### config.mk
export PLATFORM = sky130hd
export DESIGN_NAME = length_prefixed_frame_splitter_top
export DESIGN_NICKNAME = d
export VERILOG_FILES = /design/src/design/lpfs_pkg.sv /design/src/design/lpfs_in_stage.sv /design/src/design/lpfs_parse.sv /design/src/design/lpfs_out_stage.sv /design/src/design/length_prefixed_frame_splitter_top.sv
export VERILOG_INCLUDE_DIRS = /design/src /design/src/design
export SDC_FILE = /design/constraint.sdc
export NUM_CORES = 1
export LEC_CHECK = 0
export ABC_AREA = 1
export BUFFER_PORTS_ARGS = -buffer_cell sky130_fd_sc_hd__buf_4
export CAP_MARGIN = 10
export CORE_ASPECT_RATIO = 0.7
export CORE_MARGIN = 2
export CORE_UTILIZATION = 45
export DETAILED_ROUTE_END_ITERATION = 16
export GPL_TIMING_DRIVEN = 0
export SYNTH_ARGS = -nofsm -noshare
export SYNTH_HDL_FRONTEND = slang
export SYNTH_HIERARCHICAL = 1
export SYNTH_SLANG_ARGS = --single-unit
### constraint.sdc
create_clock -name i_clk -period 9.1 [get_ports i_clk]
set_input_delay 0.91 -clock i_clk [delete_from_list [all_inputs] [get_ports i_clk]]
set_output_delay 0.91 -clock i_clk [all_outputs]
set_load 0.05 [all_outputs]
### src/design/length_prefixed_frame_splitter_top_assert.svh
// Assertion macros shared by the frame splitter modules.
// Depends on nothing; the caller passes clock, reset and expressions.
`ifndef LENGTH_PREFIXED_FRAME_SPLITTER_TOP_ASSERT_SVH
`define LENGTH_PREFIXED_FRAME_SPLITTER_TOP_ASSERT_SVH

// Condition implies consequence in the same cycle.
`define LPFS_ASSERT_SAME(label, clk, rst_n, ante, cons, msg) \
    label: assert property (@(posedge clk) disable iff (!rst_n) (ante) |-> (cons)) \
        else $error(msg);

// Condition implies consequence in the following cycle.
`define LPFS_ASSERT_NEXT(label, clk, rst_n, ante, cons, msg) \
    label: assert property (@(posedge clk) disable iff (!rst_n) (ante) |=> (cons)) \
        else $error(msg);

`endif

### src/design/lpfs_pkg.sv
// Shared widths, header constants and the result type of the frame splitter.
// No dependencies.
package lpfs_pkg;

    localparam int BYTE_W     = 8;
    localparam int LEN_BITS   = 16;
    localparam int OFF_W      = 16;
    localparam int ID_W       = 32;
    localparam int SHIFT_W    = 24;

    localparam logic [LEN_BITS-1:0] MAX_LEN_RESET = '1;
    localparam logic [ID_W-1:0]     HDR_LEN       = 32'd8;
    localparam logic [OFF_W-1:0]    LEN_OFF_LAST  = 16'd3;
    localparam logic [OFF_W-1:0]    ID_OFF_LAST   = 16'd7;

    typedef struct packed {
        logic [BYTE_W-1:0]   byte_out;
        logic [OFF_W-1:0]    byte_offset;
        logic [LEN_BITS-1:0] frame_length;
        logic                length_valid;
        logic [ID_W-1:0]     message_id;
        logic                id_valid;
        logic                frame_last;
        logic                length_error;
    } t_result;

    typedef struct packed {
        logic              valid;
        logic [BYTE_W-1:0] data;
    } t_in_req;

endpackage

### src/design/lpfs_in_stage.sv
// Input register of the frame splitter: holds one accepted byte request.
// Depends on lpfs_pkg.
module lpfs_in_stage (
    input  logic                     i_clk,
    input  logic                     i_rst_n,
    input  logic                     i_valid,
    input  logic [lpfs_pkg::BYTE_W-1:0] i_data_byte,
    input  logic                     i_advance,
    output logic                     o_stall,
    output lpfs_pkg::t_in_req        o_req
);

    logic                        r_valid;
    logic [lpfs_pkg::BYTE_W-1:0] r_data;
    logic                        load;

    // The stage takes a new request when it is empty or its request moves on.
    assign load    = !r_valid || i_advance;
    assign o_stall = !load;

    always_ff @(posedge i_clk) begin
        if (!i_rst_n) begin
            r_valid <= 1'b0;
        end else if (load) begin
            r_valid <= i_valid;
        end
        if (load && i_valid) begin
            r_data <= i_data_byte;
        end
    end

    assign o_req.valid = r_valid;
    assign o_req.data  = r_data;

endmodule

### src/design/lpfs_parse.sv
// Frame parser: header state, length check and per-byte result logic.
// Depends on lpfs_pkg and the assertion macro header.
`include "length_prefixed_frame_splitter_top_assert.svh"

module lpfs_parse (
    input  logic                          i_clk,
    input  logic                          i_rst_n,
    input  logic                          i_max_frame_len_we,
    input  logic [lpfs_pkg::LEN_BITS-1:0] i_max_frame_len,
    input  lpfs_pkg::t_in_req             i_req,
    input  logic                          i_advance,
    output lpfs_pkg::t_result             o_result
);

    logic [lpfs_pkg::SHIFT_W-1:0]  r_hdr_shift, n_hdr_shift;
    logic [lpfs_pkg::OFF_W-1:0]    r_byte_count, n_byte_count;
    logic [lpfs_pkg::LEN_BITS-1:0] r_cap_len, n_cap_len;
    logic [lpfs_pkg::ID_W-1:0]     r_cap_id, n_cap_id;
    logic                          r_in_body, n_in_body;
    logic [lpfs_pkg::LEN_BITS-1:0] r_max_len;

    logic                          fire;
    logic [lpfs_pkg::ID_W-1:0]     word;
    logic [lpfs_pkg::OFF_W:0]      next_off;
    logic                          len_bad;

    assign fire     = i_req.valid && i_advance;
    assign word     = {r_hdr_shift, i_req.data};
    assign next_off = {1'b0, r_byte_count} + 17'd1;
    // The upper half of the length word must be zero for any legal length.
    assign len_bad  = (word < lpfs_pkg::HDR_LEN) || (word[31:16] != 16'd0)
                      || (word[15:0] > r_max_len);

    always_comb begin
        n_hdr_shift  = word[lpfs_pkg::SHIFT_W-1:0];
        n_byte_count = r_byte_count;
        n_cap_len    = r_cap_len;
        n_cap_id     = r_cap_id;
        n_in_body    = r_in_body;

        o_result              = '0;
        o_result.byte_out     = i_req.data;
        o_result.byte_offset  = r_byte_count;

        if (!r_in_body) begin
            if (r_byte_count >= lpfs_pkg::LEN_OFF_LAST) begin
                if (len_bad) begin
                    o_result.length_error = 1'b1;
                    n_hdr_shift  = '0;
                    n_byte_count = '0;
                    n_cap_len    = '0;
                    n_cap_id     = '0;
                    n_in_body    = 1'b0;
                end else begin
                    n_cap_len    = word[lpfs_pkg::LEN_BITS-1:0];
                    n_in_body    = 1'b1;
                    n_hdr_shift  = '0;
                    n_byte_count = next_off[lpfs_pkg::OFF_W-1:0];
                    o_result.frame_length = word[lpfs_pkg::LEN_BITS-1:0];
                    o_result.length_valid = 1'b1;
                end
            end else begin
                n_byte_count = next_off[lpfs_pkg::OFF_W-1:0];
            end
        end else begin
            o_result.frame_length = r_cap_len;
            o_result.length_valid = 1'b1;
            if (r_byte_count == lpfs_pkg::ID_OFF_LAST) begin
                n_cap_id            = word;
                o_result.message_id = word;
                o_result.id_valid   = 1'b1;
            end else if (r_byte_count > lpfs_pkg::ID_OFF_LAST) begin
                o_result.message_id = r_cap_id;
                o_result.id_valid   = 1'b1;
            end
            if (next_off >= {1'b0, r_cap_len}) begin
                o_result.frame_last = 1'b1;
                n_hdr_shift  = '0;
                n_byte_count = '0;
                n_cap_len    = '0;
                n_cap_id     = '0;
                n_in_body    = 1'b0;
            end else begin
                n_byte_count = next_off[lpfs_pkg::OFF_W-1:0];
            end
        end
    end

    always_ff @(posedge i_clk) begin
        if (!i_rst_n) begin
            r_hdr_shift  <= '0;
            r_byte_count <= '0;
            r_cap_len    <= '0;
            r_cap_id     <= '0;
            r_in_body    <= 1'b0;
            r_max_len    <= lpfs_pkg::MAX_LEN_RESET;
        end else begin
            if (fire) begin
                r_hdr_shift  <= n_hdr_shift;
                r_byte_count <= n_byte_count;
                r_cap_len    <= n_cap_len;
                r_cap_id     <= n_cap_id;
                r_in_body    <= n_in_body;
            end
            if (i_max_frame_len_we) begin
                r_max_len <= i_max_frame_len;
            end
        end
    end

    `LPFS_ASSERT_NEXT(a_err_restarts, i_clk, i_rst_n, fire && o_result.length_error,
        !r_in_body && (r_byte_count == 16'd0), "length error did not restart the header")
    `LPFS_ASSERT_SAME(a_body_len_legal, i_clk, i_rst_n, r_in_body,
        r_cap_len >= 16'd8, "frame body entered with a length below the header size")
    `LPFS_ASSERT_SAME(a_hdr_count, i_clk, i_rst_n, !r_in_body,
        r_byte_count <= lpfs_pkg::LEN_OFF_LAST, "header offset ran past the length word")
    `LPFS_ASSERT_SAME(a_body_count, i_clk, i_rst_n, r_in_body,
        r_byte_count < r_cap_len, "body offset reached the frame length")

endmodule

### src/design/lpfs_out_stage.sv
// Result register of the frame splitter with its valid flag.
// Depends on lpfs_pkg.
module lpfs_out_stage (
    input  logic              i_clk,
    input  logic              i_rst_n,
    input  logic              i_valid,
    input  lpfs_pkg::t_result i_result,
    input  logic              i_stall,
    output logic              o_advance,
    output logic              o_valid,
    output lpfs_pkg::t_result o_result
);

    logic              r_valid;
    lpfs_pkg::t_result r_result;

    // The register can load when it is empty or its request is being taken.
    assign o_advance = !r_valid || !i_stall;

    always_ff @(posedge i_clk) begin
        if (!i_rst_n) begin
            r_valid <= 1'b0;
        end else if (o_advance) begin
            r_valid <= i_valid;
        end
        if (o_advance && i_valid) begin
            r_result <= i_result;
        end
    end

    assign o_valid  = r_valid;
    assign o_result = r_result;

endmodule

### src/design/length_prefixed_frame_splitter_top.sv
// Channel    | direction | handshake           | payload
// input      | in        | i_valid / o_stall   | i_data_byte
// result     | out       | o_valid / i_stall   | o_byte_out .. o_length_error
// config     | in        | i_max_frame_len_we  | i_max_frame_len
//
// One byte request per clock when the result side does not stall; each byte
// passes the input register, the parser logic and the result register before
// its result is presented on o_valid.
// Reset is synchronous and active low; it clears the header state and sets the
// maximum length to 65535. A stall on the result side backs up to o_stall
// once both registers hold a request.
// Top level of the frame splitter; depends on lpfs_pkg and the lpfs_ modules.
module length_prefixed_frame_splitter_top (
    input  logic        i_clk,
    input  logic        i_rst_n,
    input  logic        i_valid,
    output logic        o_stall,
    input  logic [7:0]  i_data_byte,
    input  logic        i_max_frame_len_we,
    input  logic [15:0] i_max_frame_len,
    output logic        o_valid,
    input  logic        i_stall,
    output logic [7:0]  o_byte_out,
    output logic [15:0] o_byte_offset,
    output logic [15:0] o_frame_length,
    output logic        o_length_valid,
    output logic [31:0] o_message_id,
    output logic        o_id_valid,
    output logic        o_frame_last,
    output logic        o_length_error
);

    lpfs_pkg::t_in_req in_req;
    lpfs_pkg::t_result parse_result;
    lpfs_pkg::t_result out_result;
    logic              advance;

    lpfs_in_stage u_in_stage (
        .i_clk       (i_clk),
        .i_rst_n     (i_rst_n),
        .i_valid     (i_valid),
        .i_data_byte (i_data_byte),
        .i_advance   (advance),
        .o_stall     (o_stall),
        .o_req       (in_req)
    );

    lpfs_parse u_parse (
        .i_clk              (i_clk),
        .i_rst_n            (i_rst_n),
        .i_max_frame_len_we (i_max_frame_len_we),
        .i_max_frame_len    (i_max_frame_len),
        .i_req              (in_req),
        .i_advance          (advance),
        .o_result           (parse_result)
    );

    lpfs_out_stage u_out_stage (
        .i_clk     (i_clk),
        .i_rst_n   (i_rst_n),
        .i_valid   (in_req.valid),
        .i_result  (parse_result),
        .i_stall   (i_stall),
        .o_advance (advance),
        .o_valid   (o_valid),
        .o_result  (out_result)
    );

    assign o_byte_out     = out_result.byte_out;
    assign o_byte_offset  = out_result.byte_offset;
    assign o_frame_length = out_result.frame_length;
    assign o_length_valid = out_result.length_valid;
    assign o_message_id   = out_result.message_id;
    assign o_id_valid     = out_result.id_valid;
    assign o_frame_last   = out_result.frame_last;
    assign o_length_error = out_result.length_error;

endmodule
* Word-level counts from Yosys, hierarchy flattened
Cells that the tools add are included.
** Word-level totals
- Bits in registers :: 191
- Input port bits :: 29
- Output and inout bits :: 78
** Operators by class
- Add/sub/neg operators :: 1
- $lt $le $gt $ge :: 5
- Equality and inequality tests :: 3
- Mux-type cells :: 27
- Bitwise gates (word level) :: 1
- Reduce and logical (&&, ||, !) cells :: 16
** Operators with widths (number)
- 2-to-1 mux 32 bit :: 5
- 2-to-1 mux 16 bit :: 8
- 2-to-1 mux 24 bit :: 3
- 2-to-1 mux 33 bit :: 2
- 2-to-1 mux 17 bit :: 3
- less-than comparator 32 x 4 -> 1 bit (second input constant) :: 1
- adder 16 x 1 -> 17 bit (second input constant) :: 1
- greater-or-equal comparator 17 x 16 -> 1 bit :: 1
- equality test 16 x 3 -> 1 bit (second input constant) :: 1
- greater-or-equal comparator 16 x 2 -> 1 bit (second input constant) :: 1
- > comparator 16 bit :: 1
- > comparator 16 x 3 -> 1 bit (second input constant) :: 1
- nonzero test 16 bit :: 1
- 2-to-1 mux 1 bit :: 6
- logical NOT 1 bit :: 4
- logical OR 1 bit :: 4
- AND reduction 4 bit :: 1
- nonzero test 2 bit :: 2
- inequality test 3 bit (second input constant) :: 1
- AND reduction 3 bit :: 1
- logical AND 1 bit :: 2
- inequality test 2 bit (second input constant) :: 1
- OR reduction 2 bit :: 1
- inverter 1 bit :: 1

* Logic depth before layout (Yosys ltp)
- Depth after elaboration :: 6
- Mapped depth :: 21

* Modules after synthesis
The synthesis kept the hierarchy.
** Modules (own cells, without submodules)
- lpfs_parse :: instances 1, cells an instance 930, area an instance 6371.1 sq um
- lpfs_out_stage :: instances 1, cells an instance 82, area an instance 2329.7 sq um
- lpfs_in_stage :: instances 1, cells an instance 17, area an instance 297.8 sq um

* Worst setup path after synthesis
OpenSTA, ideal clock, no wires.
- Path kind :: input to register
- Start point :: in i_stall
- End point :: reg u_out_stage.r_result, in the netlist u_out_stage/o_result[0], enable pin
- Data arrival time :: 4.613 ns
- Data required time :: 8.565 ns
- Slack :: 3.952 ns
- Stages on the path :: 1
- Buffers on the path :: 0
- Path through :: a21oi_1
** Between the ends
- Cells in the longest elaborated chain, start to end :: 3
** Ends and longest elaborated chain
- start, declared :: RTL line length_prefixed_frame_splitter_top.sv:22 : input logic i_stall,
- logical NOT 1 bit :: RTL line lpfs_out_stage.sv:18 : assign o_advance = !r_valid || !i_stall;
- logical OR 1 bit :: RTL line lpfs_out_stage.sv:18
- logical AND 1 bit :: RTL line lpfs_out_stage.sv:26 : if (o_advance && i_valid) begin
- end signal, assigned :: RTL line lpfs_out_stage.sv:27 : r_result <= i_result;
- end, declared :: RTL line lpfs_out_stage.sv:15 : lpfs_pkg::t_result r_result;
Every way passes these cells.
A chain may end at the register's enable or synchronous reset.

* Final worst setup path
- Start point :: reg u_parse/r_byte_count[0] in the netlist's numbering
- End point :: reg u_parse/r_cap_id[5] in the netlist's numbering
** Between the ends
- Cells in the longest elaborated chain, start to end :: 4
** Ends and longest elaborated chain
- start, declared :: RTL line lpfs_parse.sv:16 : logic [lpfs_pkg::OFF_W-1:0] r_byte_count, n_byte_count;
- start signal, assigned :: RTL line lpfs_parse.sv:100 : r_byte_count <= n_byte_count;
- adder 16 x 1 -> 17 bit :: RTL line lpfs_parse.sv:29 : assign next_off = {1'b0, r_byte_count} + 17'd1;
- greater-or-equal comparator 17 x 16 -> 1 bit :: RTL line lpfs_parse.sv:76 : if (next_off >= {1'b0, r_cap_len}) begin
- inequality test 3 bit (no line) / 2-to-1 mux 32 bit (equally long branches)
- AND reduction 4 bit (no line) / 2-to-1 mux 32 bit (equally long branches)
- end signal, assigned :: RTL line lpfs_parse.sv:102 : r_cap_id <= n_cap_id;
- end, declared :: RTL line lpfs_parse.sv:18 : logic [lpfs_pkg::ID_W-1:0] r_cap_id, n_cap_id;
Parallel ways exist; a longest one is shown, timed or not.

==> qor.yml <==
status: "finished clean"
numCtsBuffers: 17
leakage_uw: 0.00413
r2r_end: "u_parse/r_cap_id[5]$_SDFFE_PN0P_"
die-area_mm2: 0.0212
fmax_mhz: 298
hold_buffers: 0
start_kind: "flip-flop"
finalPower_uw: 1840
clk_pin_slew_worst_paths_ns: 0.07
placementRows: 43
worstPathArrival_ns: 3.72
fin_crit_ns: 3.36
synth_seq_cells: 191
r2r_cells: 19
placed_area_mm2: 0.0102
syn_area_per_cell_um2: 8.75
slew_violations: 0
synth_cells: 1029
hold_viol: 0
die-height_um: 122
grt_use_total: 0.233
ant_nets: 0
post-route-period-util: 0.369
synth_edf_count: 84
antenna_cells: 0
yosysSeqAreaShare: 0.518
rsz0062_at_grt: "no"
start_util: 0.457
dpl.hpwl_um: 17700
wl_per_cell_um: 16.8
fin_nets: 1218
ctsRootBufferMaster: "clkbuf_16"
min_path_cells: 2
post-cts-setup-buffers: 0
cap_violations: 0
yosysUniqueCellTypes: 45
worstMarginPinSlew_ns: 0.751
h-tree-depth: 4
worstHoldEndpoint: "u_parse/r_cap_id[21]$_SDFFE_PN0P_"
synth_common_cells: "nand2_1 (260), a21oi_1 (133), dfxtp_1 (107)"
yosys.cell_count.top_type: "nand2_1"
setup_viol: 0
synth.area.top_cells: "edfxtp_1 (28%), dfxtp_1 (24%), nand2_1 (11%)"
grt_max_degree: 32
peakVddDrop_uv: 95.4
core_area_mm2: 0.0197
clk_path_buf_depth: 2
dr.pass1.iters: 5
timing.rr.start: "u_parse/r_byte_count[0]$_SDFFE_PN0P_"
async_flop_share: 0
ys.flop_type: "dfxtp_1"
globalplace.congestion: 0.878
portBuffers: 106
synth_area_mm2: 0.00900
synth_nets: 1091
r2r_setup_slack_ns: 5.74
grt_overflow_total: 0
post_cts_resized: 0
worst-setup-path-type: "flip-flop to flip-flop"
worstHoldPathType: "flip-flop to flip-flop"
detail_route.vias_per_cell: 5.15
route.detailed.drc: 0
antenna_found_initial: 0
cts_sinks: 191
area_growth_pct: 19.5
hp-start: "u_parse/r_cap_id[21]$_SDFFE_PN0P_"
io_pins: 107
power_density_mw_per_mm2: 171
design_area_mm2: 0.0108
worstPathMaxFanout: 10
vias: 7409
drt_iter0_markers: 662
synth_top_cell_area_share: 0.280
cp-end-kind: "flip-flop"
grt_first_pass_wirelength_um: 37500
grt_pass1_vias: 6689
worstPathRequired_ns: 9.46
yosysTopAreaCell: "edfxtp_1"
die_width_um: 173
cts_tree: "yes"
yosys_warnings: 6
skew_ns: 0.0113
fill_cells: 1874
insertion_delay_ns: 0.43
finalSetupTns_ns: 0
drive_above_1_share: 0.182
slew_headroom: 0.499
routed_wl_um: 24200
[through the flow]
step,hold slack [ns],cells,utilization,setup slack [ns]
2_1_floorplan,0.430,1029,-,3.95
3_3_place_gp,0.447,1405,0.515,2.12
3_5_place_dp,0.451,1407,0.517,5.78
4_1_cts,0.463,1439,0.546,5.75
5_1_grt,0.476,1439,0.546,5.43
6_report,0.461,1439,0.546,5.74
[layer usage]
metal / vias to the layer above / part of all wire / GRT usage
met5: - / 0 / 0
met4: 0 / 0.012 / 0.0588
met3: 19 / 0.077 / 0.0493
met2: 242 / 0.41 / 0.332
met1: 3482 / 0.50 / 0.358
li1: 3666 / - / -
[registers in the layout (all words and copies together) (netlist names)]
signal,cells
u_out_stage/o_result,76
u_parse/r_cap_id,32
u_parse/r_hdr_shift,24
u_parse/r_byte_count,16
u_parse/r_cap_len,16
u_parse/r_max_len,16
u_in_stage/r_data,8
u_in_stage/r_valid,1
u_out_stage/o_valid,1
u_parse/r_in_body,1
[cells in the final DEF, fill, tap and decap left out, drive strengths merged]
master    instances
nand2           268
a21oi           138
buf             136
inv             112
dfxtp           107
nor2            102
edfxtp           84
clkbuf           51
nand4            37
ha               33
o21ai            30
nand3            18
o32ai            16
xor2             11
clkinv            6
nor3              4
nor4              3
clkinvlp          2
xnor2             2
o21a              2
bufinv            1
and3              1
a211oi            1
o21bai            1
or2               1
a21o              1
o211a             1
[worst max-delay path by stage]
stage                                          from                                  to  slack, ns  depth (start not counted)
2_1_floorplan                               i_stall   u_out_stage/o_result[0]$_DFFE_PP_       3.95                          1
3_3_place_gp                                i_stall  u_out_stage/o_result[20]$_DFFE_PP_       2.12                          2
5_1_grt        u_parse/r_byte_count[0]$_SDFFE_PN0P_   u_parse/r_cap_id[21]$_SDFFE_PN0P_       5.43                         19
3_5_place_dp   u_parse/r_byte_count[0]$_SDFFE_PN0P_    u_parse/r_cap_id[5]$_SDFFE_PN0P_       5.78                         19
4_1_cts        u_parse/r_byte_count[0]$_SDFFE_PN0P_    u_parse/r_cap_id[5]$_SDFFE_PN0P_       5.75                         19
6_report       u_parse/r_byte_count[0]$_SDFFE_PN0P_    u_parse/r_cap_id[5]$_SDFFE_PN0P_       5.74                         19
[critical path, stage by stage (launching register included)]
cell     delay [ns]
dfxtp_1        0.42
ha_1           0.22
nand2_1        0.11
nor2_4         0.19
nand2_4        0.09
nor4_1         0.31
xor2_1         0.27
ha_1           0.29
nand2_1        0.13
nor2_1         0.06
nand4_1        0.09
nor2_1         0.06
nor2_1         0.11
nand3_2        0.12
nand2_1        0.11
nand2_1        0.09
nor2_4         0.20
buf_6          0.18
nand2_1        0.08
a21oi_1        0.14
[where the power goes]
| group | switching [uW] | internal (uW) | leakage [uW] | total (uW) |
|---|---|---|---|---|
| clock network | 338 | 390 | 0.000272 | 728 |
| registers | 17.8 | 917 | 0.00169 | 934 |
| logic | 126 | 51.1 | 0.00217 | 177 |
[area by class of cell]
| type | count | area (um2) | area share |
|---|---|---|---|
| Tap cell | 270 | 338 | 0.0314 |
| Sequential cell | 191 | 4660 | 0.434 |
| Multi-Input combinational cell | 670 | 3570 | 0.332 |
| Timing Repair Buffer | 108 | 836 | 0.0777 |
| Clock buffer | 19 | 443 | 0.0412 |
| Clock inverter | 13 | 125 | 0.0116 |
| Buffer | 60 | 365 | 0.0340 |
| Inverter | 108 | 413 | 0.0384 |
[cells by family (layout without fill, tap and decap cells)]
family | after synthesis | in the layout | share of synthesized area
AO/OA/AOI/OAI | 190 | 190 | 0.126
XOR/XNOR | 13 | 13 | 0.0127
adder cells (fa/ha/maj) | 33 | 33 | 0.0459
buffers and inverters | 168 | 308 | 0.0865
flip-flops | 191 | 191 | 0.518
AND/OR/NAND/NOR | 434 | 434 | 0.211
No activity file was read; power rests on OpenSTA's default activity.
